File: config.mk
export PLATFORM = sky130hd
export DESIGN_NAME = flash_block_usage_classifier
export DESIGN_NICKNAME = d
export VERILOG_FILES = /design/src/hw/rtl/fbuc_pkg.sv /design/src/hw/rtl/fbuc_fifo.sv /design/src/hw/rtl/fbuc_front.sv /design/src/hw/rtl/flash_block_usage_classifier.sv
export SDC_FILE = /design/constraint.sdc
export NUM_CORES = 1
export LEC_CHECK = 0
export BUFFER_PORTS_ARGS = -buffer_cell sky130_fd_sc_hd__buf_2
export CAP_MARGIN = 20
export CORE_ASPECT_RATIO = 1.4
export CORE_MARGIN = 10
export CORE_UTILIZATION = 30
export CTS_BUF_LIST = sky130_fd_sc_hd__clkbuf_2
export DETAILED_ROUTE_END_ITERATION = 7
export PLACE_DENSITY = 0.59
export SETUP_SLACK_MARGIN = 0.3
export SKIP_CTS_REPAIR_TIMING = 1
export SLEW_MARGIN = 20
export SYNTH_ARGS = -nofsm -noshare
export SYNTH_HDL_FRONTEND = slang
export SYNTH_SLANG_ARGS = --single-unit
File: constraint.sdc
create_clock -name clk_i -period 4.42 [get_ports clk_i]
set_clock_uncertainty 0.15 [all_clocks]
set_input_delay 0.884 -clock clk_i [delete_from_list [all_inputs] [get_ports clk_i]]
set_output_delay 0.884 -clock clk_i [all_outputs]
set_load 0.01 [all_outputs]
File: src/hw/rtl/fbuc_pkg.sv
// types and constants of the flash block usage classifier
package fbuc_pkg;

  // default number of blocks the position counter covers
  localparam int DEFAULT_MAX_BLOCKS = 4096;

  // width for position + run size and for the clamped block total
  localparam int SUM_W = 17;

  // result queue between classifier and output side
  localparam int FIFO_DEPTH = 4;

  // configuration register indexes
  localparam int CFG_IDX_W = 3;
  localparam logic [CFG_IDX_W-1:0] CFG_TOTAL_BLOCKS  = 3'd0;
  localparam logic [CFG_IDX_W-1:0] CFG_DIR_MAGIC     = 3'd1;
  localparam logic [CFG_IDX_W-1:0] CFG_DIR_EXT_MAGIC = 3'd2;
  localparam logic [CFG_IDX_W-1:0] CFG_FILE_MAGIC    = 3'd3;
  localparam logic [CFG_IDX_W-1:0] CFG_CONTENT_MAGIC = 3'd4;

  // usage classes
  localparam logic [2:0] CLASS_FREE = 3'd0;
  localparam logic [2:0] CLASS_USED = 3'd1;
  localparam logic [2:0] CLASS_DIR  = 3'd2;
  localparam logic [2:0] CLASS_FILE = 3'd3;
  localparam logic [2:0] CLASS_BAD  = 3'd4;

  localparam logic [15:0] ERASED_MAGIC = 16'hFFFF;

  // one header item
  typedef struct packed {
    logic [15:0] header_magic;
    logic [15:0] header_run;
  } in_item_t;

  // one classification result
  typedef struct packed {
    logic [11:0] block_number;
    logic [2:0]  usage_class;
    logic        final_block;
  } out_item_t;

endpackage

File: src/hw/rtl/fbuc_fifo.sv
// small result queue between the classifier and the output side
module fbuc_fifo (
  input  logic              clk_i,
  input  logic              rst_ni,
  input  logic              push_i,
  input  fbuc_pkg::out_item_t data_i,
  output logic              full_o,
  input  logic              pop_i,
  output logic              empty_o,
  output fbuc_pkg::out_item_t data_o
);
  import fbuc_pkg::*;

  localparam int PtrW = (FIFO_DEPTH > 1) ? $clog2(FIFO_DEPTH) : 1;
  localparam int CntW = $clog2(FIFO_DEPTH + 1);

  out_item_t         mem_q [FIFO_DEPTH];
  logic [PtrW-1:0]   wr_ptr_q, rd_ptr_q;
  logic [CntW-1:0]   count_q;
  logic              do_push, do_pop;

  assign full_o  = (count_q == CntW'(FIFO_DEPTH));
  assign empty_o = (count_q == '0);
  assign do_push = push_i && !full_o;
  assign do_pop  = pop_i && !empty_o;
  assign data_o  = mem_q[rd_ptr_q];

  // storage, no reset needed
  always_ff @(posedge clk_i) begin
    if (do_push) begin
      mem_q[wr_ptr_q] <= data_i;
    end
  end

  // pointers and fill level
  always_ff @(posedge clk_i or negedge rst_ni) begin
    if (!rst_ni) begin
      wr_ptr_q <= '0;
      rd_ptr_q <= '0;
      count_q  <= '0;
    end else begin
      if (do_push) begin
        wr_ptr_q <= (wr_ptr_q == PtrW'(FIFO_DEPTH - 1)) ? '0 : wr_ptr_q + 1'b1;
      end
      if (do_pop) begin
        rd_ptr_q <= (rd_ptr_q == PtrW'(FIFO_DEPTH - 1)) ? '0 : rd_ptr_q + 1'b1;
      end
      if (do_push && !do_pop) begin
        count_q <= count_q + 1'b1;
      end else if (do_pop && !do_push) begin
        count_q <= count_q - 1'b1;
      end
    end
  end

endmodule

File: src/hw/rtl/fbuc_front.sv
// front end: configuration registers, scan state and per-block classification
module fbuc_front #(
  parameter int MAX_BLOCKS = fbuc_pkg::DEFAULT_MAX_BLOCKS
) (
  input  logic                          clk_i,
  input  logic                          rst_ni,
  input  logic                          cfg_valid_i,
  input  logic [fbuc_pkg::CFG_IDX_W-1:0] cfg_index_i,
  input  logic [15:0]                   cfg_data_i,
  input  logic                          accept_i,
  input  fbuc_pkg::in_item_t            item_i,
  output fbuc_pkg::out_item_t           result_o
);
  import fbuc_pkg::*;

  localparam int PosW = $clog2(MAX_BLOCKS);

  logic [12:0]      total_q;
  logic [15:0]      dir_magic_q, dir_ext_magic_q, file_magic_q, content_magic_q;
  logic [PosW-1:0]  pos_q;
  logic [15:0]      run_left_q;
  logic [2:0]       run_class_q;

  logic [SUM_W-1:0] tot_raw, tot_eff, max_ext, pos_ext, run_end, next_pos;
  logic [2:0]       magic_class, cls;
  logic             is_final, start_run;

  // configuration writes
  always_ff @(posedge clk_i or negedge rst_ni) begin
    if (!rst_ni) begin
      total_q         <= 13'd4096;
      dir_magic_q     <= '0;
      dir_ext_magic_q <= '0;
      file_magic_q    <= '0;
      content_magic_q <= '0;
    end else if (cfg_valid_i) begin
      case (cfg_index_i)
        CFG_TOTAL_BLOCKS:  total_q         <= cfg_data_i[12:0];
        CFG_DIR_MAGIC:     dir_magic_q     <= cfg_data_i;
        CFG_DIR_EXT_MAGIC: dir_ext_magic_q <= cfg_data_i;
        CFG_FILE_MAGIC:    file_magic_q    <= cfg_data_i;
        CFG_CONTENT_MAGIC: content_magic_q <= cfg_data_i;
        default: ;
      endcase
    end
  end

  // clamp the block total into one to max blocks
  always_comb begin
    tot_raw = SUM_W'(total_q);
    max_ext = SUM_W'(MAX_BLOCKS);
    if (tot_raw == '0) begin
      tot_eff = SUM_W'(1);
    end else if (tot_raw > max_ext) begin
      tot_eff = max_ext;
    end else begin
      tot_eff = tot_raw;
    end
  end

  // magic lookup in priority order
  always_comb begin
    if (item_i.header_magic == dir_magic_q || item_i.header_magic == dir_ext_magic_q) begin
      magic_class = CLASS_DIR;
    end else if (item_i.header_magic == file_magic_q ||
                 item_i.header_magic == content_magic_q) begin
      magic_class = CLASS_FILE;
    end else begin
      magic_class = CLASS_BAD;
    end
  end

  // classify the current block
  always_comb begin
    pos_ext   = SUM_W'(pos_q);
    run_end   = pos_ext + SUM_W'(item_i.header_run);
    next_pos  = pos_ext + SUM_W'(1);
    is_final  = (next_pos >= tot_eff);
    start_run = 1'b0;
    if (pos_q == '0) begin
      cls = CLASS_USED;
    end else if (run_left_q != '0) begin
      cls = run_class_q;
    end else if (item_i.header_magic == ERASED_MAGIC) begin
      cls = CLASS_FREE;
    end else if (item_i.header_run == '0) begin
      cls = CLASS_BAD;
    end else if (run_end > tot_eff) begin
      cls = CLASS_BAD;
    end else begin
      cls       = magic_class;
      start_run = 1'b1;
    end
    result_o.block_number = pos_ext[11:0];
    result_o.usage_class  = cls;
    result_o.final_block  = is_final;
  end

  // scan state advances once per accepted item
  always_ff @(posedge clk_i or negedge rst_ni) begin
    if (!rst_ni) begin
      pos_q       <= '0;
      run_left_q  <= '0;
      run_class_q <= CLASS_FREE;
    end else if (accept_i) begin
      if (is_final) begin
        pos_q       <= '0;
        run_left_q  <= '0;
        run_class_q <= CLASS_FREE;
      end else begin
        pos_q <= pos_q + 1'b1;
        if (pos_q == '0) begin
          run_left_q <= '0;
        end else if (run_left_q != '0) begin
          run_left_q <= run_left_q - 16'd1;
        end else if (start_run) begin
          run_left_q  <= item_i.header_run - 16'd1;
          run_class_q <= magic_class;
        end
      end
    end
  end

endmodule

File: src/hw/rtl/flash_block_usage_classifier.sv
// top level of the flash block usage classifier
// Takes the first header word of each flash block in block order and returns one
// usage class per block (free, used, directory, file, bad) with its block number
// and a flag on the last block of the scan. One header is accepted per clock while
// full is low; the front end classifies it in the cycle it is pushed, so its result
// can be popped from the next cycle on. A four-item result queue separates the two
// sides, so full only rises once four results wait unpopped. Configuration writes
// are always ready and are registered; write them only while the block is idle.
module flash_block_usage_classifier #(
  parameter int MAX_BLOCKS = fbuc_pkg::DEFAULT_MAX_BLOCKS
) (
  input  logic                           clk_i,
  input  logic                           rst_ni,
  input  logic                           cfg_valid_i,
  output logic                           cfg_ready_o,
  input  logic [fbuc_pkg::CFG_IDX_W-1:0] cfg_index_i,
  input  logic [15:0]                    cfg_data_i,
  input  logic                           push,
  output logic                           full,
  input  fbuc_pkg::in_item_t             in_item_i,
  output logic                           empty,
  input  logic                           pop,
  output fbuc_pkg::out_item_t            out_item_o
);
  import fbuc_pkg::*;

  logic      accept;
  out_item_t result;

  assign cfg_ready_o = 1'b1;
  assign accept      = push && !full;

  // classifier front end
  fbuc_front #(
    .MAX_BLOCKS(MAX_BLOCKS)
  ) u_front (
    .clk_i      (clk_i),
    .rst_ni     (rst_ni),
    .cfg_valid_i(cfg_valid_i),
    .cfg_index_i(cfg_index_i),
    .cfg_data_i (cfg_data_i),
    .accept_i   (accept),
    .item_i     (in_item_i),
    .result_o   (result)
  );

  // result queue toward the consumer
  fbuc_fifo u_fifo (
    .clk_i  (clk_i),
    .rst_ni (rst_ni),
    .push_i (accept),
    .data_i (result),
    .full_o (full),
    .pop_i  (pop),
    .empty_o(empty),
    .data_o (out_item_o)
  );

endmodule

# Word-level counts from Yosys, hierarchy flattened
# Memories as Yosys holds them, arrays and structs flattened.
# Index checks and enable logic that the tools add are counted.
[op_classes] addsub=9 magnitude_cmp=3 eq_ne=14 mux=29 reduce_logical=27
[ops] op="$eq 16x16->1" count=4
[ops] op="$mux 16" count=4
[ops] op="$mux 3" count=13
[ops] op="$sub 16x1->16 const B" count=2
[ops] op="$add 12x16->17" count=1
[ops] op="$ge 17x17->1" count=1
[ops] op="$gt 17x17->1" count=1
[ops] op="$mux 17" count=1
[ops] op="$eq 16x16->1 const B" count=1
[ops] op="$logic_not 16->1" count=1
[ops] op="$reduce_bool 16->1" count=1
[ops] op="$add 12x1->13 const B" count=1
[ops] op="$gt 13x13->1 const B" count=1
[ops] op="$logic_not 13->1" count=1
[ops] op="$mux 13" count=1
[ops] op="$add 12x1->12 const B" count=1
[ops] op="$logic_not 12->1" count=1
[ops] op="$mux 12" count=1
[ops] op="$reduce_and 2->1" count=6
[ops] op="$mux 1" count=7
[ops] op="$eq 3x2->1 const B" count=2
[ops] op="$eq 3x3->1 const B" count=2
[ops] op="$logic_not 3->1" count=2
[ops] op="$logic_and 1x1->1" count=5
[ops] op="12 further kinds" count=21
[totals] regBits=115 ramBits=64 in_bits=56 out_inout_bits=19 word_cells=94 n_memories=1
[mem_list] memory="u_fifo.mem_q" words=4 word_bits=16 rd=1 rd_ports_with_merged_regs=0 wr=1 line_no="fbuc_fifo.sv:17" rtl="out_item_t mem_q [FIFO_DEPTH];"

# Depth between registers and ports, before layout
# Gate-level depths: netlist of the first run.
[logic_depth] depth_word=13 mapped_depth=22 depth_no_buf=21

# Hierarchy
# A second synthesis of the first run with hierarchy kept.
[hier_totals] cells_unflattened=829 hier_area_um2=10000.8
[modules_own_cells] mod="fbuc_front" instances=1 cells_per_inst=705 area_per_inst_um2=7218.2 seq_area_each_um2=2703.8
[modules_own_cells] mod="fbuc_fifo" instances=1 cells_per_inst=121 area_per_inst_um2=2757.6 seq_area_each_um2=2097.0
[modules_own_cells] mod="flash_block_usage_classifier" instances=1 cells_per_inst=3 area_per_inst_um2=25.0 seq_area_each_um2=0.0

# Worst setup path before layout of the first run
# OpenSTA, ideal clock, no wires.
[synth_timing] kind="input to register" startpoint="input in_item_i[0] (netlist bit)" endpoint="register u_front.run_left_q[13]" arrival_ns=4.716 t_required_ns=4.196 path_slack_ns=-0.521 stages=22 path_buffers=1 path_cell_list="ha_1 > inv_1 > fa_1 > nor2b_1 > o31a_1 > o31a_1 > o21ai_0 > nand2b_1 > a21o_1 > a21oi_1 > xnor2_1 > ha_1 > a21oi_1 > o21ai_0 > a2111oi_0 > a21oi_1 > nor4_1 > and4bb_2 > nor2_2 > or3_4 > buf_6 > o21ai_2"
[synth_via] elab_chain_cells=9 word_cells_on_any_way=15
[synth_rtl] item="from (decl)" line_no="flash_block_usage_classifier.sv:20" rtl="input fbuc_pkg::in_item_t in_item_i,"
[synth_rtl] item="$add 12x16->17" line_no="fbuc_front.sv:76" rtl="run_end = pos_ext + SUM_W'(item_i.header_run);"
[synth_rtl] item="$gt 17x17->1" line_no="fbuc_front.sv:88" rtl="end else if (run_end > tot_eff) begin"
[synth_rtl] item="$mux 1" line_no="fbuc_front.sv:88"
[synth_rtl] item="$mux 1" line_no="fbuc_front.sv:86" rtl="end else if (item_i.header_run == '0) begin"
[synth_rtl] item="$mux 1" line_no="fbuc_front.sv:84" rtl="end else if (item_i.header_magic == ERASED_MAGIC) begin"
[synth_rtl] item="$mux 1" line_no="fbuc_front.sv:82" rtl="end else if (run_left_q != '0) begin"
[synth_rtl] item="$mux 1" line_no="fbuc_front.sv:80" rtl="if (pos_q == '0) begin"
[synth_rtl] item="$reduce_bool 4->1 (no source line)"
[synth_rtl] item="$reduce_and 2->1 (no source line)"
[synth_rtl] item="to (signal assigned)" line_no="fbuc_front.sv:115" rtl="run_left_q <= run_left_q - 16'd1;"
[synth_rtl] item="to (signal assigned)" line_no="fbuc_front.sv:117" rtl="run_left_q <= item_i.header_run - 16'd1;"
[synth_rtl] item="to (decl)" line_no="fbuc_front.sv:21" rtl="logic [15:0] run_left_q;"
# Parallel ways exist; a longest one is shown, timed or not. The select of a mux whose other input is x is not followed.
# A chain may end at the register's enable or synchronous reset.

# Worst setup path in the final report of the first run
[layout_timing] startpoint="register u_front.pos_q[0]" endpoint="register u_front.run_left_q[12]"
[layout_via] elab_chain_cells=9 word_cells_on_any_way=14
[layout_rtl] item="from (decl)" line_no="fbuc_front.sv:20" rtl="logic [PosW-1:0] pos_q;"
[layout_rtl] item="from (signal assigned)" line_no="fbuc_front.sv:111" rtl="pos_q <= pos_q + 1'b1;"
[layout_rtl] item="$add 12x16->17" line_no="fbuc_front.sv:76"
[layout_rtl] item="$gt 17x17->1" line_no="fbuc_front.sv:88"
[layout_rtl] item="$mux 1" line_no="fbuc_front.sv:88"
[layout_rtl] item="$mux 1" line_no="fbuc_front.sv:86"
[layout_rtl] item="$mux 1" line_no="fbuc_front.sv:84"
[layout_rtl] item="$mux 1" line_no="fbuc_front.sv:82"
[layout_rtl] item="$mux 1" line_no="fbuc_front.sv:80"
[layout_rtl] item="$reduce_bool 4->1 (no source line)"
[layout_rtl] item="$reduce_and 2->1 (no source line)"
# Parallel ways exist; a longest one is shown, timed or not.

==> results of run 1 <==
==> metrics by stage <==
stage / std cells / hold WS [ps] / area, µm²
final: 1412 / 176 / 11400
after global routing: 1412 / 86.3 / 11400
after CTS: 1405 / -121 / 11300
after detailed placement: 1373 / 335 / 11100
after global placement: 1373 / 333 / 11100
after floorplan: 842 / 306 / 9840
==> worst max-delay path: stages (launching register included) <==
cell and delay [ps]:
dfrtp_1 490, ha_4 180, inv_2 50, fa_2 220, nor2b_2 50, o31a_1 260
o31a_1 300, o21ai_1 140, nand2b_1 90, a21o_1 170, a21oi_2 120, xnor2_1 90
ha_1 330, a21oi_2 160, o21ai_2 90, a2111oi_4 220, a21oi_2 120, nor4_1 200
and4bb_2 310, nor2_4 60, or3_4 460, o21ai_2 150
==> layer usage <==
layer / GRT usage [%] / wire, µm
met1: 13.5 / 10100
met2: 24.2 / 14000
met3: 2.09 / 829
met4: 5.27 / 720
met5: 0 / 13
==> worst paths after layout <==
path	slack (ps)	cells past startpoint	to	start
setup / recovery	-70	21	u_front.run_left_q[12]	u_front.pos_q[0]
hold / removal	180	2	u_front.dir_magic_q[13]	cfg_data_i[13]
setup reg to reg	-70	21	u_front.run_left_q[12]	u_front.pos_q[0]
hold reg to reg	360	1	u_fifo.count_q[2]	u_fifo.count_q[2]
max in group asynchronous	2790	3	u_front.total_q[12]	rst_ni
min in group asynchronous	460	2	u_front.dir_magic_q[3]	rst_ni
==> synth_stat cells (3+ instances only) <==
| cell type | n | area (µm²) |
|---|---|---|
| a211oi_1 | 7 | 52.6 |
| a21o_1 | 7 | 52.6 |
| a21oi_1 | 31 | 155 |
| a22o_1 | 6 | 52.6 |
| a31oi_1 | 6 | 37.5 |
| and2_1 | 6 | 37.5 |
| and3_1 | 6 | 37.5 |
| clkbuf_1 | 38 | 143 |
| dfrtp_1 | 114 | 2850 |
| edfxtp_1 | 64 | 1920 |
| ha_1 | 47 | 588 |
| inv_1 | 19 | 71.3 |
| mux2_2 | 79 | 890 |
| mux2i_1 | 5 | 50.1 |
| mux4_2 | 16 | 360 |
| nand2_1 | 66 | 248 |
| nand2b_1 | 3 | 18.8 |
| nand3_1 | 16 | 80.1 |
| nand4_1 | 19 | 119 |
| nor2_1 | 41 | 154 |
| nor2b_1 | 11 | 68.8 |
| nor3_1 | 15 | 75.1 |
| nor4_1 | 19 | 119 |
| o21a_1 | 4 | 30.0 |
| o21ai_0 | 44 | 220 |
| o21ai_2 | 10 | 87.6 |
| o21bai_1 | 3 | 22.5 |
| o22ai_1 | 4 | 25.0 |
| o31a_1 | 3 | 26.3 |
| o31ai_1 | 3 | 22.5 |
| or3_1 | 3 | 18.8 |
| xnor2_1 | 44 | 385 |
| xor2_1 | 43 | 377 |
==> final cells by class <==
| type | count | area [µm²] | area share (%) |
|---|---|---|---|
| multi-input cells | 602 | 4880 | 42.7 |
| flip-flops and latches | 179 | 4800 | 42.0 |
| repair buffers | 139 | 882 | 7.72 |
| well taps | 440 | 551 | 4.82 |
| clock inverters | 15 | 161 | 1.41 |
| clock buffers | 17 | 85.1 | 0.744 |
| inverters | 19 | 71.3 | 0.624 |
| diodes | 1 | 2.50 | 0.0219 |
==> sequential cells by signal, indices dropped and copies added (netlist names) <==
name	cells
u_front.total_q	13
u_front.file_magic_q	16
u_front.content_magic_q	16
u_front.pos_q	12
u_front.run_left_q	16
u_front.run_class_q	3
u_front.dir_magic_q	16
u_fifo.rd_ptr_q	2
u_fifo.wr_ptr_q	2
u_front.dir_ext_magic_q	16
u_fifo.count_q	3
u_fifo.mem_q	64
==> power breakdown <==
part,internal [µW],leakage (µW),total [µW],switching [µW]
clock network,234,0.000154,898,664
registers,2180,0.00202,2460,287
logic,1230,0.00253,2630,1400
total,3640,0.00470,5990,2350
==> cells by family after synthesis <==
group                    after synthesis
multiplexers                         100
AND/OR/NAND/NOR                      221
other                                  1
buffers and inverters                 62
XOR/XNOR                              87
flip-flops                           179
AO/OA/AOI/OAI                        143
adder cells (fa/ha/maj)               49
==> placed cells by master, fill, tap and decap left out, types with 4 or more instances in the layout <==
cell / n
and2_1: 6
mux2_2: 79
clkinv_4: 4
inv_1: 18
nand2_1: 64
o21ai_0: 40
nor2_1: 39
xor2_1: 43
a21oi_1: 27
buf_2: 72
nand4_1: 19
xnor2_1: 44
a22o_1: 6
nor3_1: 13
nor4_1: 19
clkbuf_2: 17
ha_1: 45
dfrtp_1: 114
o21ai_2: 12
a31oi_1: 6
o22ai_1: 4
mux2i_1: 5
o21a_1: 4
and3_1: 6
edfxtp_1: 64
mux4_2: 16
nand3_1: 16
a21oi_2: 4
a211oi_1: 7
inv_8: 4
nor2b_1: 10
a21o_1: 7
buf_4: 64
==> impl_metrics.py, run 1 <==
metrics = {
    "clock_network": {
        "clock-sinks": 179,
        "cts_max_path_buffers": 2,
        "htreeDepth": 4,
        "cts_tree": "done",
        "cts-buffers-inserted": 17,
        "clkTransAtPathRegs_ps": 310,
        "root_buffer": "clkbuf_2",
        "clock_latency_ps": 820,
    },
    "worst_setup_path": {
        "cp-end-kind": "flip-flop",
        "worstPathMaxFanout": 7,
        "worstSetupStartpointType": "flip-flop",
        "cp.required_ps": 4980,
        "crit_type": "flip-flop to flip-flop",
        "arrival_ps": 5040,
    },
    "floorplan": {
        "start_util_pct": 30.3,
        "core_area_um2": 32300,
        "die_h_um": 234,
        "die_width_um": 173,
        "pin_count": 75,
        "rows": 78,
        "dieArea_um2": 40400,
    },
    "timing": {
        "grt_setup_unrepaired": "true",
        "drv_slew": 0,
        "final_hold_viol_count": 0,
        "max_freq_mhz": 223,
        "fin_ws_ps": -67.1,
        "period_needed_ps": 4490,
        "setup_viol": 10,
        "period_share_pct": 102,
        "slew_headroom_pct": 36.5,
        "tightestPinTransition_ps": 948,
        "tns_ps": -384,
    },
    "drt": {
        "viasPerCell": 4.92,
        "wire_per_inst_um": 18.2,
        "drtPass1Iterations": 6,
        "drt_wl_total_um": 25700,
        "drt_iter0_drc": 297,
        "drc": 0,
        "vias": 6941,
        "ant_nets": 0,
    },
    "yosys": {
        "synth_fa_ha_area_share_pct": 6.41,
        "synth_edf_count": 64,
        "synth-simple-area-share_pct": 11.6,
        "synth.ff_latch_count": 179,
        "synth-compound-area-share_pct": 9.41,
        "synth_top_family_by_area": "multiplexers",
        "synth_cell_type_count": 64,
        "syn_inst": 842,
        "yosysSeqAreaShare_pct": 49.0,
        "syn_avg_cell_area_um2": 11.6,
        "synthesis.nets": 947,
        "syn_area_um2": 9790,
        "synth_warnings": 0,
        "synth_ff_type": "dfrtp_1",
        "synth_async_sr_flop_share_pct": 64.2,
        "synth-xor-area-share_pct": 7.78,
        "synthMuxAreaShare_pct": 13.3,
    },
    "placed_design": {
        "numPortBuffers": 73,
        "gp_congestion": 0.855,
        "place_ws_ps": -697,
        "hpwl_um": 19200,
    },
    "grt": {
        "gr-total-overflow": 0,
        "antenna_found_initial": 2,
        "grt_max_degree": 64,
        "grt_pass1_vias": 7191,
        "grt.total_usage_pct": 12.6,
        "grt_pass1_wl_um": 40100,
    },
    "power_and_ir_drop": {
        "ir_drop_v": 0.000231,
        "finalPower_uw": 5990,
        "p_leak_uw": 0.00470,
        "powerDensity_nw_per_um2": 524,
    },
    "final_layout": {
        "syn2layout_area_growth_pct": 16.7,
        "drive_gt1_share_pct": 31.8,
        "final_util_pct": 35.4,
        "nets": 1063,
        "fill_cells": 3270,
    },
    "run_status": {
        "violations": "negative setup slack",
        "outcome": "complete, but fails checks",
    },
    "worst_hold_path": {
        "hp-class": "input pin to flip-flop",
    },
    "job": {
        "drv_cap": 0,
    },
}
Note: power is estimated with default switching activity, not from simulation.
==> inputs of run 2 (changes only) <==
--- a/config.mk
+++ b/config.mk
@@ -9,10 +9,10 @@
 export CAP_MARGIN = 20
 export CORE_ASPECT_RATIO = 1.4
 export CORE_MARGIN = 10
-export CORE_UTILIZATION = 30
+export CORE_UTILIZATION = 40
 export CTS_BUF_LIST = sky130_fd_sc_hd__clkbuf_2
 export DETAILED_ROUTE_END_ITERATION = 7
-export PLACE_DENSITY = 0.59
+export PLACE_DENSITY = 0.69
 export SETUP_SLACK_MARGIN = 0.3
 export SKIP_CTS_REPAIR_TIMING = 1
 export SLEW_MARGIN = 20
==> constraint.sdc (replaced) <==
create_clock -name clk_i -period 5.65 [get_ports clk_i]
set_clock_uncertainty 0.15 [all_clocks]
set_input_delay 1.13 -clock clk_i [delete_from_list [all_inputs] [get_ports clk_i]]
set_output_delay 1.13 -clock clk_i [all_outputs]
set_load 0.01 [all_outputs]
==> run 2 against run 1 <==
  * The flow now finishes without violations
  * Combinational power is 33% lower
  * Final cell count is 13% lower
  * Final area is 6.7% lower
  * Global-route usage is 2.4 points higher
  * Clock power is 30% lower
  * Die area is 23% lower
  * Highest routed layer unchanged
  * Setup slack better by 780 ps
  * Wire length is 8.8% lower
==> impl_metrics.py, run 2 (synthesis gave the netlist of run 1 again) <==
metrics = {
    "placed_design": {
        "hpwl_um": 17600,
        "place_ws_ps": 21.9,
        "placed_cells": 1191,
        "numPortBuffers": 73,
        "placed_area_um2": 10500,
        "gp_congestion": 0.898,
    },
    "drt": {
        "drc": 0,
        "drt_iter0_drc": 458,
        "drtPass1Iterations": 5,
        "viasPerCell": 5.51,
        "dr.max_layer_used": "met5",
        "vias": 6744,
        "wire_per_inst_um": 19.1,
        "wl_met1_um": 9220,
        "met2_length_um": 12400,
        "wl_met3_um": 957,
        "ant_nets": 0,
        "drt_wl_total_um": 23400,
    },
    "power_and_ir_drop": {
        "clockPowerShare_pct": 14.4,
        "power_switching_uw": 1740,
        "seqPwrFrac_pct": 45.3,
        "ir_drop_v": 0.000192,
        "p_leak_uw": 0.00437,
        "combPwrFrac_pct": 40.3,
        "cell_internal_pwr_uw": 2650,
        "p_sw_share_pct": 39.7,
        "powerDensity_nw_per_um2": 412,
        "finalPower_uw": 4390,
    },
    "final_layout": {
        "fill_cells": 2256,
        "drive_gt1_share_pct": 25.8,
        "largest_register": "u_fifo.mem_q",
        "layout_commonest_cell": "dfrtp_1",
        "multi_input_comb_area_um2": 4760,
        "stdcell_area_um2": 10700,
        "syn2layout_area_growth_pct": 8.97,
        "most-common-layout-cells": "dfrtp_1, mux2_2, buf_2",
        "final_cells": 1224,
        "regArea_um2": 4800,
        "nets": 1005,
        "largest_reg_flops": 64,
    },
    "timing": {
        "slew_headroom_pct": 35.8,
        "fin_ws_ps": 709,
        "tns_ps": 0,
        "period_needed_ps": 4940,
        "max_freq_mhz": 202,
        "drv_slew": 0,
        "setup_viol": 0,
        "final_hold_viol_count": 0,
        "grt_setup_unrepaired": "false",
        "period_share_pct": 87.4,
        "tightestPinTransition_ps": 958,
    },
    "grt": {
        "grt_max_degree": 63,
        "grt_pass1_wl_um": 37800,
        "grt_pass1_vias": 7058,
        "gr-total-overflow": 0,
        "grt.total_usage_pct": 15.0,
        "antenna_found_initial": 2,
    },
    "clock_network": {
        "clkTransAtPathRegs_ps": 260,
        "cts_tree": "done",
        "htreeDepth": 4,
        "cts-buffers-inserted": 17,
        "clock-sinks": 179,
        "cts_max_path_buffers": 2,
        "clock_latency_ps": 780,
        "root_buffer": "clkbuf_2",
    },
    "run_status": {
        "outcome": "complete, no violations",
    },
    "floorplan": {
        "die_h_um": 205,
        "die_width_um": 152,
        "start_util_pct": 40.7,
        "core_area_um2": 24100,
        "dieArea_um2": 31200,
        "pin_count": 75,
        "rows": 67,
    },
    "worst_setup_path": {
        "cp-end-kind": "flip-flop",
        "worst_r2r_path_depth": 21,
        "ff2ff_setup_slack_ps": 710,
        "reg2reg_from": "u_front.pos_q[0]",
        "arrival_ps": 5490,
        "cp.required_ps": 6200,
        "startpoint": "u_front.pos_q[0]",
        "worstSetupStartpointType": "flip-flop",
        "rr_endpoint": "u_front.run_left_q[3]",
        "crit_type": "flip-flop to flip-flop",
        "crit_end": "u_front.run_left_q[3]",
        "worstPathMaxFanout": 13,
    },
    "worst_hold_path": {
        "hp-class": "input pin to async pin",
    },
    "job": {
        "drv_cap": 0,
    },
}
run 2: worst min-delay path by stage:
stage / start / end / cells past startpoint
finish: rst_ni / u_front.run_left_q[10] / 1
global route: rst_ni / u_fifo.rd_ptr_q[1] / 1
CTS: rst_ni / u_front.dir_ext_magic_q[10] / 1
detailed placement: u_fifo.count_q[2] / u_fifo.count_q[2] / 1
global placement: u_fifo.count_q[2] / u_fifo.count_q[2] / 1
floorplan: u_fifo.count_q[2] / u_fifo.count_q[2] / 1
run 2: area by class of cell:
type                       count  area share, %
sequential                   179           45.0
multi-input combinational    601           44.6
timing repair buffer          82           4.08
tap                          310           3.63
clock inverter                13           1.11
clock buffer                  19          0.891
inverter                      19          0.668
antenna                        1         0.0234
run 2: power groups by stage:
stage / sequential [µW] / combinational (µW) / clock, µW
4_1_cts: 1990 / 1790 / 656
6_report: 1990 / 1770 / 631
2_1_floorplan: 1890 / 1380 / 0
3_3_place_gp: 2010 / 1750 / 0
5_1_grt: 2040 / 2000 / 700
3_5_place_dp: 2020 / 1780 / 0
run 2: critical path, stage by stage (launching register included):
cell	delay (ps)
dfrtp_2	550
ha_1	240
inv_1	70
fa_1	200
nor2b_1	60
o31a_1	270
o31a_1	260
o21ai_0	150
nand2b_1	110
a21o_1	180
a21oi_1	170
xnor2_1	140
ha_1	260
a21oi_1	120
o21ai_0	120
a2111oi_0	380
a21oi_1	150
nor4_1	240
and4bb_2	290
nor2_2	50
or3_4	460
o21ai_0	240
run 2: through the flow:
step / hold slack (ps) / util (%)
after floorplan: 306 / -
after global placement: 330 / 43.5
after detailed placement: 341 / 43.5
after CTS: 214 / 44.3
after global routing: 241 / 44.4
final: 265 / 44.4
run 2: per-layer routing:
metal  vias up  GRT usage, %
li1       3194             -
met1      3327          16.1
met2       177          28.0
met3        44          2.83
met4         2          6.93
met5         -             0
==> inputs of run 3 (changes only) <==
--- a/config.mk
+++ b/config.mk
@@ -9,10 +9,9 @@
 export CAP_MARGIN = 20
 export CORE_ASPECT_RATIO = 1.4
 export CORE_MARGIN = 10
-export CORE_UTILIZATION = 40
-export CTS_BUF_LIST = sky130_fd_sc_hd__clkbuf_2
+export CORE_UTILIZATION = 55
 export DETAILED_ROUTE_END_ITERATION = 7
-export PLACE_DENSITY = 0.69
+export PLACE_DENSITY = 0.78
 export SETUP_SLACK_MARGIN = 0.3
 export SKIP_CTS_REPAIR_TIMING = 1
 export SLEW_MARGIN = 20
==> run 3 against run 2 <==
  * Critical path depth increased by 2
  * Sequential cell count is the same
  * Register-to-register slack improved by 130 ps
  * Worst hold slack gained 78 ps
  * Sequential share of layout area decreased by 1.4 points
  * Clock power rose by 84%
  * Final cell count is 5.7% lower
  * Critical endpoint is now u_front.run_left_q[6]
  * Largest cell class unchanged
  * Largest power group unchanged
==> impl_metrics.py, run 3 (synthesis gave the netlist of run 1 again) <==
metrics = {
    "clock_network": {
        "clock-sinks": 179,
        "cts_tree": "done",
        "clock_latency_ps": 440,
        "cts_max_path_buffers": 2,
        "htreeDepth": 4,
        "cts-buffers-inserted": 17,
        "root_buffer": "clkbuf_16",
        "clkTransAtPathRegs_ps": 70,
    },
    "power_and_ir_drop": {
        "p_leak_uw": 0.00456,
        "powerDensity_nw_per_um2": 455,
        "ir_drop_v": 0.000252,
    },
    "drt": {
        "drtPass1Iterations": 5,
        "viasPerCell": 6.05,
        "drt_iter0_drc": 607,
        "wire_per_inst_um": 20.7,
        "vias": 6981,
        "drc": 0,
        "ant_nets": 0,
        "drt_wl_total_um": 23900,
    },
    "final_layout": {
        "syn2layout_area_growth_pct": 12.5,
        "largest_register": "u_fifo.mem_q",
        "nets": 1010,
        "layout_commonest_cell": "dfrtp_1",
        "drive_gt1_share_pct": 26.6,
        "most-common-layout-cells": "dfrtp_1, mux2_2, buf_2",
        "n_antenna_cell": 0,
        "largest_reg_flops": 64,
    },
    "grt": {
        "grt_pass1_vias": 7319,
        "grt_pass1_wl_um": 38800,
        "antenna_found_initial": 0,
        "grt.total_usage_pct": 20.8,
        "grt_max_degree": 76,
        "gr-total-overflow": 0,
    },
    "job": {
        "drv_cap": 0,
    },
    "worst_setup_path": {
        "worstSetupStartpointType": "input pin",
        "crit_type": "input pin to flip-flop",
        "cp-end-kind": "flip-flop",
        "arrival_ps": 5240,
        "worstPathMaxFanout": 8,
        "cp.required_ps": 5870,
    },
    "timing": {
        "tns_ps": 0,
        "max_freq_mhz": 199,
        "tightestPinTransition_ps": 995,
        "slew_headroom_pct": 33.4,
        "setup_viol": 0,
        "final_hold_viol_count": 0,
        "grt_setup_unrepaired": "false",
        "fin_ws_ps": 627,
        "period_needed_ps": 5020,
        "drv_slew": 0,
        "period_share_pct": 88.9,
    },
    "worst_hold_path": {
        "hp-class": "flip-flop to flip-flop",
    },
    "placed_design": {
        "gp_congestion": 0.907,
        "numPortBuffers": 73,
        "place_ws_ps": 0.226,
        "hpwl_um": 17400,
    },
    "floorplan": {
        "rows": 57,
        "dieArea_um2": 23600,
        "die_h_um": 178,
        "core_area_um2": 17400,
        "pin_count": 75,
        "die_width_um": 133,
        "start_util_pct": 56.3,
    },
    "run_status": {
        "outcome": "complete, no violations",
    },
}
run 3: changes by cell type in the layout (fill, tap and decap cells not counted), sizes merged:
cell,change
clkinv,+1
diode,-1
clkbuf,-2
inv,+2
buf,+5
clkinvlp,-1
run 3: critical path, stage by stage:
cell and delay [ps]:
buf_2 110, ha_1 220, inv_1 90, fa_2 230, nor2b_1 60, o31a_1 270, o31a_1 260, o21ai_1 120
nand2b_1 90, a21o_1 200, a21oi_2 140, xnor2_1 130, ha_1 260, a21oi_1 140, o21ai_1 120, a2111oi_2 250
a21oi_2 110, nor4_1 210, and4bb_2 280, nor2_2 50, or3_4 450, buf_12 170, o21ai_2 120
run 3: stage by stage:
stage / hold WS (ps) / std cells / power, µW / utilization (%) / cell area, µm²
after global routing: 381 / 1154 / 5340 / 63.3 / 11000
after floorplan: 306 / 842 / 3270 / - / 9790
final: 343 / 1154 / 5010 / 63.3 / 11000
after CTS: 342 / 1151 / 4990 / 63.0 / 11000
after global placement: 320 / 1119 / 3740 / 59.6 / 10400
after detailed placement: 326 / 1119 / 3810 / 59.6 / 10400
run 3: worst paths after layout:
kind,cells after the start,endpoint,slack [ps],startpoint
min reg2reg,1,u_fifo.count_q[2],340,u_fifo.count_q[2]
max reg2reg,22,u_front.run_left_q[6],840,u_front.pos_q[0]
min in group asynchronous,1,u_front.run_left_q[13],520,rst_ni
max,23,u_front.run_left_q[6],630,in_item_i[0]
max in group asynchronous,2,u_front.total_q[12],3860,rst_ni
min,1,u_fifo.count_q[2],340,u_fifo.count_q[2]
run 3: layout make-up:
type	instances	area, µm²
tap	236	295
inverter	19	71.3
clock buffer	17	425
clock inverter	15	155
timing repair buffer	87	498
sequential	179	4800
multi-input combinational	601	4770
fill	1389	6380
run 3: per-layer routing:
layer	wire, µm	track usage, %	vias to the layer above	share of wire [%]
met5	0	0	-	0
met4	964	10.5	0	4.0
met3	1160	3.59	65	4.8
met2	12700	37.9	269	53
met1	9040	22.6	3431	38
li1	-	-	3216	-
run 3: power by group:
group | total [µW] | switching [µW] | leakage (µW) | internal (µW)
Sequential | 2000 | 296 | 0.00201 | 1710
Clock | 1160 | 569 | 0.000284 | 593
Combinational | 1850 | 1000 | 0.00226 | 847
